[src/rtl/imuctf_pkg.sv]
// ----------------------------------------------------------------------------
// imuctf_pkg
// Shared types, constants and helpers for the IMU complementary tilt filter.
// ----------------------------------------------------------------------------
package imuctf_pkg;

    localparam int RAW_W      = 16;
    localparam int TIME_W     = 32;
    localparam int ANG_W      = 32;
    localparam int BIAS_W     = 20;
    localparam int SENS_W     = 8;
    localparam int WGT_W      = 17;
    localparam int MAG_W      = 20;
    localparam int DIV_W      = 18;
    localparam int CFG_IDX_W  = 3;
    localparam int CFG_DATA_W = 20;
    localparam int IN_W       = 128;
    localparam int OUT_W      = 192;
    localparam int ATAN_LEN   = 24;

    localparam int CORDIC_STEPS_DEF = 16;

    localparam logic [SENS_W-1:0] SENS_RESET   = 8'd131;
    localparam logic [WGT_W-1:0]  WEIGHT_RESET = 17'd62915;
    localparam logic [WGT_W-1:0]  WEIGHT_ONE   = 17'd65536;
    localparam int                SENS_SCALE   = 1000;
    localparam logic signed [31:0] DEG90_Q16   = 32'sd5898240;

    // configuration register indexes
    localparam logic [CFG_IDX_W-1:0] REG_BIAS_X = 3'd0;
    localparam logic [CFG_IDX_W-1:0] REG_BIAS_Y = 3'd1;
    localparam logic [CFG_IDX_W-1:0] REG_BIAS_Z = 3'd2;
    localparam logic [CFG_IDX_W-1:0] REG_SENS   = 3'd3;
    localparam logic [CFG_IDX_W-1:0] REG_WEIGHT = 3'd4;

    typedef struct packed {
        logic signed [RAW_W-1:0]  ax;
        logic signed [RAW_W-1:0]  ay;
        logic signed [RAW_W-1:0]  az;
        logic [2:0]               neg;
        logic [2:0][MAG_W-1:0]    mag;
        logic [TIME_W-1:0]        dt;
    } imu_item_t;

    typedef struct packed {
        logic [DIV_W-1:0] divisor;
        logic [WGT_W-1:0] weight;
    } imu_cfg_t;

    // atan(2^-i) in Q16 degrees
    function automatic logic [21:0] atan_q16(input logic [4:0] idx);
        logic [21:0] v;
        case (idx)
            5'd0:    v = 22'd2949120;
            5'd1:    v = 22'd1740967;
            5'd2:    v = 22'd919879;
            5'd3:    v = 22'd466945;
            5'd4:    v = 22'd234379;
            5'd5:    v = 22'd117305;
            5'd6:    v = 22'd58666;
            5'd7:    v = 22'd29335;
            5'd8:    v = 22'd14668;
            5'd9:    v = 22'd7334;
            5'd10:   v = 22'd3667;
            5'd11:   v = 22'd1833;
            5'd12:   v = 22'd917;
            5'd13:   v = 22'd458;
            5'd14:   v = 22'd229;
            5'd15:   v = 22'd115;
            5'd16:   v = 22'd57;
            5'd17:   v = 22'd29;
            5'd18:   v = 22'd14;
            5'd19:   v = 22'd7;
            5'd20:   v = 22'd4;
            5'd21:   v = 22'd2;
            5'd22:   v = 22'd1;
            default: v = 22'd0;
        endcase
        return v;
    endfunction

    function automatic logic signed [31:0] sat32(input logic signed [35:0] v);
        logic signed [31:0] r;
        if (v[35:31] == 5'b00000 || v[35:31] == 5'b11111)
            r = v[31:0];
        else if (v[35])
            r = 32'sh8000_0000;
        else
            r = 32'sh7FFF_FFFF;
        return r;
    endfunction

endpackage

[src/rtl/imuctf_queue.sv]
// ----------------------------------------------------------------------------
// imuctf_queue
// Two-entry queue of work items between front and back.
// ----------------------------------------------------------------------------
module imuctf_queue (
    input  logic                   clk,
    input  logic                   rst_n,
    input  logic                   push,
    input  imuctf_pkg::imu_item_t  item_in,
    output logic                   full,
    input  logic                   pop,
    output logic                   valid,
    output imuctf_pkg::imu_item_t  item_out
);

    imuctf_pkg::imu_item_t mem_reg [2];
    logic                  wr_ptr_reg;
    logic                  rd_ptr_reg;
    logic [1:0]            count_reg;

    assign full     = (count_reg == 2'd2);
    assign valid    = (count_reg != 2'd0);
    assign item_out = mem_reg[rd_ptr_reg];

    always_ff @(posedge clk or negedge rst_n)
    begin
        if (!rst_n)
        begin
            wr_ptr_reg <= 1'b0;
            rd_ptr_reg <= 1'b0;
            count_reg  <= 2'd0;
        end
        else
        begin
            if (push)
                wr_ptr_reg <= !wr_ptr_reg;
            if (pop)
                rd_ptr_reg <= !rd_ptr_reg;
            if (push && !pop)
                count_reg <= count_reg + 2'd1;
            else if (pop && !push)
                count_reg <= count_reg - 2'd1;
        end
    end

    always_ff @(posedge clk)
    begin
        if (push)
            mem_reg[wr_ptr_reg] <= item_in;
    end

endmodule

[config.mk]
export PLATFORM = sky130hd
export DESIGN_NAME = imuctf_queue
export DESIGN_NICKNAME = d
export VERILOG_FILES = /design/src/rtl/imuctf_pkg.sv /design/src/rtl/imuctf_queue.sv
export SDC_FILE = /design/constraint.sdc
export NUM_CORES = 1
export LEC_CHECK = 0
export BUFFER_PORTS_ARGS = -buffer_cell sky130_fd_sc_hd__clkbuf_2
export CAP_MARGIN = 20
export CORE_ASPECT_RATIO = 1.4
export CORE_MARGIN = 1
export CORE_UTILIZATION = 50
export CTS_BUF_LIST = sky130_fd_sc_hd__clkbuf_4
export DETAILED_ROUTE_END_ITERATION = 8
export GPL_TIMING_DRIVEN = 0
export PLACE_DENSITY = 0.82
export SLEW_MARGIN = 5
export SYNTH_ARGS = -nofsm -noshare
export SYNTH_HDL_FRONTEND = slang
export SYNTH_SLANG_ARGS = --single-unit
[constraint.sdc]
create_clock -name clk -period 19.4 [get_ports clk]
set_input_delay 3.88 -clock clk [delete_from_list [all_inputs] [get_ports clk]]
set_output_delay 3.88 -clock clk [all_outputs]
set_load 0.01 [all_outputs]
Yosys cells after proc, flatten, opt, wreduce, memory -nomap -nowiden
Memories as Yosys holds them, arrays and structs flattened.
Index checks and enable logic that the tools add are counted.

storage, ports and cells
  register bits after elaboration = 4
  RAM bits = 286
  bits of input ports = 147
  output and inout port bits = 145
  word-level logic and storage cells = 19
  memories = 1

cells by class
  add/sub/neg operators = 2
  equality and inequality tests = 1
  muxes and demuxes = 4
  reduce and logical (&&, ||, !) cells = 8

memories
  name     depth  width  read ports  clocked after Yosys merged registers in  wr ports  line                text
  mem_reg  2      143    1           0                                        1         imuctf_queue.sv:16  imuctf_pkg::imu_item_t mem_reg [2];

operators with widths
  operator                                                             number
  1-bit zero test                                                      4
  2-bit 2-to-1 mux                                                     2
  2-bit nonzero test                                                   2
  2-bit by 1-bit adder with 2-bit output (second input constant)       1
  2-bit equality test (second input constant)                          1
  1-bit logical AND                                                    2
  1-bit 2-to-1 mux                                                     2
  2-bit by 1-bit subtractor with 2-bit output (second input constant)  1

Depth between registers and ports, before layout
Gate-level depths: netlist of run 1.

  depth in word-level cells = 4
  mapped depth = 5

Worst setup path after synthesis of run 1
No wires, ideal clock.

  path kind = input to register
  start point = input port push
  end point = memory mem_reg[0][0] (netlist name), enable pin
  data arrival time = 10.069 ns
  data required time = 18.736 ns
  slack = 8.667 ns
  stages on the path = 1
  path buffers = 0
  cell sequence = nor2b_1

between the ends
  word-level cells in the longest chain between the ends = 2

RTL lines
  what                                    line                text
  from (decl)                             imuctf_queue.sv:8   input logic push,
  1-bit 2-to-1 mux                        imuctf_queue.sv:48  if (push)
  1-bit 2-to-1 mux (implied by the code)  imuctf_queue.sv:49  mem_reg[wr_ptr_reg] <= item_in;
  to (decl)                               imuctf_queue.sv:16

Every way passes these cells.

==> results.md, run 1 <==
* Final worst path period need at 5.87 ns
* Int Pwr at 1.36 mW
* Num rows at 63
* Distinct cells, synth at 14
* GR Overflow Total at 0
* Hold Crit Class: register to register
* GRT Util Overall at 17.7%
* Switching power share of the total at 28.7%
* Post-synth top area cell: edfxtp_1
* Final wirelength at 19600 um
* CTS Root Cell: clkbuf_4
* Max_cap viols at 0
* Final Slew Violations at 0
* Top cells by area, synth: edfxtp_1 80%, mux2_2 8.7%, mux2_4 8.4%
* Rel. slew slack at between 50 and 60%
* Core Util, Final at a little under two thirds
* Wire per inst at between 15 and 20 um
* Setup TNS Final at 0 ns
* Element type at the critical path end: primary output
* CP max stage delay at about 0.34 ns
* Core area at around 0.021 mm^2
* Die area at 0.0221 mm^2
* Flop pwr share at roughly 45%
* Ratio of cells with drive above 1 in the final layout at 64.4%
* Critical path class: register to primary output
* Worst-path fanout max at 10
* TritonRoute pass-1 iters at 4
* Hold Vio Cnt, Final at 0
* Syn-to-layout area delta at 25.5%
* Crit path required time at 15.52 ns
* Mapped Avg Cell Area at 23.3 um^2
* Synth top area share at 79.9%
* Final setup viols at 0
* Via count at between 5000 and 6000
* Initial Util at 50.9%
* Status: completed
* Post-synthesis cell area at 0.0107 mm^2
* Post-Synthesis Cells at 461
* Initial antenna violation count at 4
* Max FFs per register at roughly 290
* Share of power burned in the clock network at 22.4%
* Psw at 547 uW
* Peak VDD IR at just under 0.08 mV
* Slowest cell on the critical path: dfrtp_1
* Skew-Pair Late Insertion Delay at 0.66 ns
* Reg clk slew, reported paths at 0.06 ns
* RSZ-0062 raised after global routing: no
* Max Root-Sink Buffers at 3
* Period Utilization, post-route at between 30% and 40%
* First-pass GRT wire length at 29700 um
* Die Wd at 126 um
* Register area share after synthesis at 80.9%
* Post-synthesis net count at 609
* TritonCTS Sinks at 290
* Crit-path cells: buf_6, buf_6, buf_6, mux2_4, clkbuf_2
* Startpoint Class: register
* P_leak at 5.42 nW
* H-tree depth at 2
* WP data arrival at 1.99 ns
* PD cells at 141 mW/mm^2
* Via/cell ratio at between 4 and 5
* CP most frequent cell: buf_6
* RePlAce Congestion at 0.709
* CTS Hold Bufs at 0
* Worst clock skew at 0.0269 ns
* Setup slack, reg-to-reg at 17.36 ns
* Max Fclk at 170 MHz
* Final nets at 971
* Dpl hpwl at 13700 um
* Largest net degree at the start of global routing at 55
* Setup Fix Bufs, Post-CTS at 0
* Measured slew at the worst slew-check pin at 0.609 ns
* Routed Antenna Nets at 0
* Total of cells resized after clock tree synthesis at 0
* Yosys warning total at 0
* DRC viols at 0
* Die height at 175 um
* I/O pins at between 200 and 300
* Combinational share of power at 32.6%
* Port Buffers at 291
* Total CTS buffers at about 60
* CTS tree: built
* FF+latch count, synth at 290
* Vias in the first global route at between 5000 and 6000
* Drt initial violations at around 260
==> synth_stat cells <==
master,n
xnor2_1,1
nor2_1,1
ha_1,1
and2_1,1
buf_2,8
buf_6,8
xor2_1,4
edfxtp_1,286
mux2_2,83
or2_2,1
mux2_4,60
nor2b_1,2
dfrtp_1,4
inv_1,1
==> power by group through the flow <==
stage          clock [mW]  sequential (mW)  combinational [mW]
2_1_floorplan           0            0.888               0.394
3_3_place_gp            0            0.905               0.596
3_5_place_dp            0            0.872               0.631
4_1_cts             0.444            0.858               0.633
5_1_grt             0.471            0.866               0.664
6_report            0.428            0.857               0.622
==> per-layer routing <==
| metal | up-vias | wire, um | track usage, % |
|---|---|---|---|
| met5 | - | 0 | 0 |
| met4 | 0 | 516 | 7.93 |
| met3 | 43 | 1740 | 6.43 |
| met2 | 261 | 10600 | 32.7 |
| met1 | 2649 | 6690 | 17.4 |
| li1 | 2600 | - | - |
==> layout by cell type, fill, tap and decap left out <==
| cell type | instances |
|---|---|
| buf_2 | 8 |
| xnor2_1 | 1 |
| mux2_4 | 60 |
| or2_2 | 1 |
| inv_1 | 1 |
| clkinv_1 | 7 |
| clkbuf_2 | 291 |
| edfxtp_1 | 286 |
| buf_12 | 3 |
| dfrtp_1 | 4 |
| inv_2 | 1 |
| xor2_1 | 4 |
| nor2b_4 | 1 |
| buf_6 | 8 |
| diode_2 | 4 |
| nor2_1 | 1 |
| and2_4 | 1 |
| mux2_2 | 83 |
| bufinv_16 | 1 |
| buf_16 | 5 |
| ha_1 | 1 |
| nor2b_1 | 1 |
| clkbuf_4 | 91 |
==> layout make-up <==
| class | instances | area, um^2 |
|---|---|---|
| clock buffers | 91 | 683 |
| multi-input cells | 154 | 1930 |
| inverters | 1 | 3.75 |
| clock inverters | 9 | 60.1 |
| flip-flops and latches | 290 | 8690 |
| diodes | 4 | 10.0 |
| fillers | 1532 | 7640 |
| plain buffers | 16 | 130 |
| repair buffers | 299 | 1650 |
| well taps | 260 | 325 |
==> worst max-delay path: cells and delay by family (launching register included) <==
family                 cells  cell delay, ns
buffers and inverters      4            0.69
multiplexers               1            0.31
flip-flops                 1            0.34
==> metrics by stage <==
step / power [mW] / area, um^2 / setup WS (ns) / cells / hold WS [ns]
4_1_cts: 1.94 / 13500 / 13.41 / 1120 / 0.485
5_1_grt: 2.00 / 13500 / 13.38 / 1121 / 0.500
6_report: 1.91 / 13500 / 13.53 / 1124 / 0.482
2_1_floorplan: 1.28 / 10700 / 8.67 / 461 / 0.447
3_5_place_dp: 1.50 / 12700 / 13.69 / 1020 / 0.475
3_3_place_gp: 1.50 / 12500 / 5.14 / 1012 / 0.464
==> path summary, 6_finish.rpt <==
kind,end,depth (start not counted),startpoint
worst max-delay path,item_out[65],5,rd_ptr_reg
worst min-delay path,count_reg[1],1,count_reg[1]
worst max register to register,mem_reg[0][2],5,wr_ptr_reg
worst min register to register,count_reg[1],1,count_reg[1]
max in group asynchronous,wr_ptr_reg,1,rst_n
min in group asynchronous,count_reg[0],1,rst_n
==> cells by family after synthesis <==
kind of cell             synth area share (%)
XOR/XNOR                                0.408
adder cells (fa/ha/maj)                 0.116
multiplexers                             17.1
AND/OR/NAND/NOR                         0.268
buffers and inverters                    1.25
flip-flops                               80.9
Note: power is estimated with default switching activity, not from simulation.
==> inputs of run 2 (changes only) <==
- clock period: 19.4 -> 6 ns (I/O delays scaled with it)
==> run 2 against run 1 <==
  * Worst setup slack worse by 11 ns
  * Hold slack got worse by 0.10 ns
  * Highest routed layer unchanged
  * Sequential cell count unchanged
  * Register-to-register slack got worse by 13 ns
  * Wire length up 1.7%
  * Design area rose by 0.95%
  * Critical path depth unchanged
  * Sequential share of layout area decreased by 0.60 points
  * Critical path type unchanged
==> results.md, run 2 (same netlist as run 1, synthesis figures left out) <==
* Status: completed (unchanged)
* Measured slew at the worst slew-check pin at 0.492 ns (was 0.609 ns)
* Crit-path cells: buf_6, buf_6, buf_6, mux2_4, clkbuf_2 (unchanged)
* CP max stage delay at 0.34 ns (about the same)
* TritonCTS Sinks at 290 (unchanged)
* Peak VDD IR at 0.317 mV (was 0.0794 mV)
* Hold Crit Class: input port to asynchronous set/reset pin (was register to register)
* I/O pins at 292 (unchanged)
* Share of power burned in the clock network at 25.6% (was 22.4%)
* Crit path required time at 4.80 ns (was 15.52 ns)
* Total CTS buffers at 67 (was 61)
* CTS Hold Bufs at 0 (unchanged)
* Psw at 1.82 mW (was 547 uW)
* Final setup viols at 0 (unchanged)
* Element type at the critical path end: primary output (unchanged)
* WP data arrival at 1.96 ns (was 1.99 ns)
* Largest net degree at the start of global routing at 65 (was 55)
* Fin area at 0.0136 mm^2 (was 0.0135 mm^2)
* Combinational share of power at 31.2% (was 32.6%)
* CP most frequent cell: buf_6 (unchanged)
* Period Utilization, post-route at 52.7%
* CTS tree: built (unchanged)
* GRT met3 Usage at 6.85% (was 6.43%)
* Core area at 0.0211 mm^2 (unchanged)
* Startpoint Class: register (unchanged)
* Via/cell ratio at 4.94 (about the same)
* Final Slew Violations at 0 (unchanged)
* Setup TNS Final at 0 ns (unchanged)
* Max_cap viols at 0 (unchanged)
* Worst clock skew at 0.0206 ns (was 0.0269 ns)
* Initial antenna violation count at 1 (was 4)
* PD cells at 471 mW/mm^2 (was 141 mW/mm^2)
* Ratio of cells with drive above 1 in the final layout at 64.5% (was 64.4%)
* Gr busiest metal: met2 (unchanged)
* Core Util, Final at 64.4% (was 63.8%)
* Design Power at 6.41 mW (was 1.91 mW)
* Dpl hpwl at 13800 um (was 13700 um)
* Worst-path fanout max at 10 (unchanged)
* Initial Util at 50.9% (unchanged)
* Final nets at 976 (was 971)
* Slowest cell on the critical path: dfrtp_1 (unchanged)
* GR Util met2 at 32.8% (was 32.7%)
* Max Fclk at approximately 320 MHz
* Hold Vio Cnt, Final at 0 (unchanged)
* Via count at 5614 (was 5553)
* Die area at 0.0221 mm^2 (unchanged)
* Flop pwr share at 43.2% (was 45.0%)
* RSZ-0062 raised after global routing: no (unchanged)
* Total of cells resized after clock tree synthesis at 0 (unchanged)
* Rel. slew slack at 67.2% (was 59.4%)
* GR Overflow Total at 0 (unchanged)
* Num rows at 63 (unchanged)
* Area of placed instances at 0.0127 mm^2 (about the same)
* Met1 Usage GRT at 17.2% (was 17.4%)
* H-tree depth at 3 (was 2)
* Die Wd at 126 um (unchanged)
* Die height at 175 um (unchanged)
* Worst R2R Path Depth at 4 (was 5)
* Final wirelength at 19900 um (was 19600 um)
* Final worst path period need at between 3 and 4 ns
* Wire per inst at 17.5 um (was 17.4 um)
* Reg clk slew, reported paths at 0.06 ns (about the same)
* DRC viols at 0 (unchanged)
* Most common cell after layout, fill and taps aside: clkbuf_2 (unchanged)
* First-pass GRT wire length at 29700 um (about the same)
* Switching power share of the total at 28.4% (was 28.7%)
* Int Pwr at 4.59 mW (was 1.36 mW)
* Port Buffers at 291 (unchanged)
* GRT Util Overall at 17.8% (was 17.7%)
* Max Root-Sink Buffers at 3 (unchanged)
* P_leak at 5.50 nW (was 5.42 nW)
* Max FFs per register at 286 (unchanged)
* Vias in the first global route at 5987 (was 5952)
* CTS Root Cell: clkbuf_4 (unchanged)
* RePlAce Congestion at 0.726 (was 0.709)
* Syn-to-layout area delta at 26.7% (was 25.5%)
* Critical path class: register to primary output (unchanged)
* Skew-Pair Late Insertion Delay at 0.63 ns (was 0.66 ns)
* Drt initial violations at 251 (was 257)
* TritonRoute pass-1 iters at 6 (was 4)
* Setup Fix Bufs, Post-CTS at 0 (unchanged)
* Routed Antenna Nets at 0 (unchanged)
* Commonest cells after routing, fill and taps aside: 291 x clkbuf_2, 286 x edfxtp_1, 100 x clkbuf_4 (was 291 x clkbuf_2, 286 x edfxtp_1, 91 x clkbuf_4)
* Worst hold slack at 0.380 ns (was 0.482 ns)
==> run 2: changes by cell type in the layout (fill, tap and decap cells not counted) <==
cell	before	now
buf_12	3	5
buf_16	5	2
bufinv_16	1	4
clkbuf_4	91	100
clkinv_1	7	12
clkinv_2	0	1
diode_2	4	1
inv_2	1	0
==> run 2: path summary, 6_finish.rpt <==
path | from | slack, ns | endpoint
max in group asynchronous | rst_n | 5.50 | wr_ptr_reg
min in group clk | count_reg[1] | 0.49 | count_reg[1]
worst max register to register | wr_ptr_reg | 4.22 | mem_reg[0][39]
worst min-delay path | rst_n | 0.38 | count_reg[1]
worst min register to register | count_reg[1] | 0.49 | count_reg[1]
worst max-delay path | rd_ptr_reg | 2.84 | item_out[120]
==> run 2: critical path, delay by kind of cell, from the launching register on <==
family	cells	cell delay (ns)
DFF	1	0.34
buffers and inverters	4	0.67
muxes	1	0.32
==> run 2: metal layers <==
metal | vias up | wire (um) | part of all wire [%]
met1 | 2714 | 6620 | 33
met3 | 49 | 1670 | 8.4
met2 | 233 | 11000 | 55
met5 | - | 0 | 0
met4 | 0 | 585 | 2.9
li1 | 2618 | - | -
==> run 2: stage by stage <==
stage	worst slack, ns	std cells
2_1_floorplan	0.635	461
3_3_place_gp	-1.41	1012
3_5_place_dp	3.28	1019
4_1_cts	2.76	1136
5_1_grt	2.73	1137
6_report	2.84	1137
==> run 2: layout make-up <==
type / instances / area [um^2]
Sequential cell: 290 / 8690
Multi-Input combinational cell: 154 / 1930
Fill cell: 1531 / 7510
Inverter: 1 / 3.75
Clock inverter: 17 / 170
Clock buffer: 100 / 751
Timing Repair Buffer: 298 / 1610
Tap cell: 260 / 325
Buffer: 16 / 130
Antenna cell: 1 / 2.50
==> run 2: power by group through the flow <==
stage               registers (mW)  logic [mW]  clock network [mW]
floorplan                     2.85        1.28                   0
CTS                           2.78        2.03                1.70
finish                        2.77        2.00                1.64
detailed placement            2.82        2.03                   0
global placement              2.89        1.93                   0
global route                  2.80        2.13                1.80
==> inputs of run 3 (changes only) <==
- clock period: 6 -> 3 ns (I/O delays scaled with it)
==> run 3 against run 2 <==
  * Register-to-register slack lost 3.1 ns
  * Combinational power up 100%
  * Sequential power is 100% higher
  * Global-route usage increased by 0.50 points
  * Highest routed layer unchanged
==> results.md, run 3 (same netlist as run 1, synthesis figures left out) <==
* Max FFs per register at 286 (unchanged)
* Area of placed instances at 0.0127 mm^2 (unchanged)
* Initial Util at 50.9% (unchanged)
* Peak VDD IR at 0.713 mV (was 0.317 mV)
* CTS Root Cell: clkbuf_4 (unchanged)
* Num rows at 63 (unchanged)
* Share of power burned in the clock network at 25.8% (was 25.6%)
* Setup TNS Final at 0 ns (unchanged)
* RSZ-0062 raised after global routing: no (unchanged)
* Die area at 0.0221 mm^2 (unchanged)
* Die Wd at 126 um (unchanged)
* Status: completed (unchanged)
* Ratio of cells with drive above 1 in the final layout at 64.2% (was 64.5%)
* Setup Fix Bufs, Post-CTS at 0 (unchanged)
* Max_cap viols at 0 (unchanged)
* Core area at 0.0211 mm^2 (unchanged)
* Max Root-Sink Buffers at 3 (unchanged)
* Commonest cells after routing, fill and taps aside: 291 x clkbuf_2, 286 x edfxtp_1, 99 x clkbuf_4 (was 291 x clkbuf_2, 286 x edfxtp_1, 100 x clkbuf_4)
* Initial antenna violation count at 3 (was 1)
* Reg clk slew, reported paths at 0.07 ns (was 0.06 ns)
* First-pass GRT wire length at 30300 um (was 29700 um)
* Final wirelength at 20400 um (was 19900 um)
* CP max stage delay at 0.34 ns (about the same)
* Flop pwr share at 43.1% (was 43.2%)
* Rel. slew slack at 52.1% (was 67.2%)
* Via/cell ratio at 4.96 (was 4.94)
* Crit-path cells: buf_6, buf_6, buf_6, mux2_4, clkbuf_2 (unchanged)
* Syn-to-layout area delta at 27.0% (was 26.7%)
* Max Fclk at 393 MHz
* Switching power share of the total at 28.6% (was 28.4%)
* Worst clock skew at 0.0275 ns (was 0.0206 ns)
* Final Slew Violations at 0 (unchanged)
* CTS Hold Bufs at 1 (was 0)
* WP data arrival at 1.95 ns (was 1.96 ns)
* Hold Crit Class: input port to register (was input port to asynchronous set/reset pin)
* Worst hold slack at 0.153 ns (was 0.380 ns)
* Drt initial violations at 232 (was 251)
* Final setup viols at 0 (unchanged)
* Most common cell after layout, fill and taps aside: clkbuf_2 (unchanged)
* GR Overflow Total at 0 (unchanged)
* I/O pins at 292 (unchanged)
* Via count at 5683 (was 5614)
* Skew-Pair Late Insertion Delay at 0.63 ns (about the same)
* Slowest cell on the critical path: dfrtp_1 (unchanged)
* Dpl hpwl at 14000 um (was 13800 um)
* Vias in the first global route at 6219 (was 5987)
* Measured slew at the worst slew-check pin at 0.719 ns (was 0.492 ns)
* CTS tree: built (unchanged)
* Worst-path fanout max at 10 (unchanged)
* Element type at the critical path end: primary output (unchanged)
* Hold Vio Cnt, Final at 0 (unchanged)
* PD cells at 943 mW/mm^2 (was 471 mW/mm^2)
* DRC viols at 0 (unchanged)
* Largest net degree at the start of global routing at 56 (was 65)
* Design Power at 12.9 mW (was 6.41 mW)
* TritonRoute pass-1 iters at 5 (was 6)
* CP most frequent cell: buf_6 (unchanged)
* Final worst path period need at between 2 and 3 ns
* Total of cells resized after clock tree synthesis at 0 (unchanged)
* Psw at 3.68 mW (was 1.82 mW)
* Combinational share of power at 31.1% (was 31.2%)
* Routed Antenna Nets at 0 (unchanged)
* GRT Util Overall at 18.3% (was 17.8%)
* Final nets at 980 (was 976)
* Core Util, Final at 64.6% (was 64.4%)
* P_leak at 5.51 nW (was 5.50 nW)
* Critical path class: register to primary output (unchanged)
* TritonCTS Sinks at 290 (unchanged)
* Period Utilization, post-route at between 80% and 90%
* Startpoint Class: register (unchanged)
* Port Buffers at 291 (unchanged)
* Die height at 175 um (unchanged)
* Wire per inst at 17.8 um (was 17.5 um)
* Fin area at 0.0136 mm^2 (about the same)
* Int Pwr at 9.19 mW (was 4.59 mW)
* H-tree depth at 3 (unchanged)
* Total CTS buffers at 70 (was 67)
* Crit path required time at 2.40 ns (was 4.80 ns)
* Fillers at 1504 (was 1531)
* RePlAce Congestion at 0.732 (was 0.726)
run 3: cell types whose count changed in the layout (fill, tap and decap cells not counted):
cell	change
clkbuf_4	-1
clkinv_1	+4
dlygate4sd3_1	+1
inv_2	+2
diode_2	+2
run 3: worst max-delay path, delay by kind of cell, from the launching register on:
| family | cells | cell delay [ns] |
|---|---|---|
| DFF | 1 | 0.34 |
| buffers and inverters | 4 | 0.68 |
| muxes | 1 | 0.31 |
run 3: area by class of cell:
cell class                      instances  area, um^2  share of cell area, %
Timing Repair Buffer                  299        1620                   11.9
Tap cell                              260         325                   2.38
Sequential cell                       290        8690                   63.7
Buffer                                 16         130                  0.954
Inverter                                1        3.75                 0.0275
Multi-Input combinational cell        154        1930                   14.2
Clock buffer                           99         743                   5.45
Clock inverter                         23         193                   1.41
Antenna cell                            3        7.51                 0.0550
run 3: power by group through the flow:
stage / combinational [mW] / sequential, mW / clock (mW)
after floorplan: 2.55 / 5.63 / 0
after global placement: 3.87 / 5.68 / 0
after detailed placement: 4.07 / 5.64 / 0
after CTS: 4.09 / 5.56 / 3.44
after global routing: 4.27 / 5.60 / 3.65
final: 4.01 / 5.55 / 3.32
run 3: per-layer routing:
layer / up-vias / GRT usage (%) / wire [um]
met5: - / 0 / 0
met4: 0 / 11.2 / 806
met3: 55 / 7.07 / 1600
met2: 249 / 33.8 / 11200
met1: 2738 / 16.6 / 6850
li1: 2641 / - / -
run 3: path summary, 6_finish.rpt:
path / startpoint / to / slack (ns) / cells past startpoint
min in group asynchronous: rst_n / count_reg[0] / 0.35 / 2
hold reg to reg: count_reg[1] / count_reg[1] / 0.51 / 1
hold / removal: item_in[69] / mem_reg[0][69] / 0.15 / 1
setup / recovery: rd_ptr_reg / item_out[85] / 0.45 / 5
setup reg to reg: wr_ptr_reg / mem_reg[0][96] / 1.16 / 3
max in group asynchronous: rst_n / count_reg[1] / 2.52 / 2
run 3: through the flow:
| stage | setup slack [ns] | cells |
|---|---|---|
| floorplan | -0.180 | 461 |
| global placement | -1.45 | 1012 |
| detailed placement | 0.753 | 1019 |
| CTS | 0.357 | 1142 |
| global route | 0.327 | 1144 |
| finish | 0.455 | 1145 |
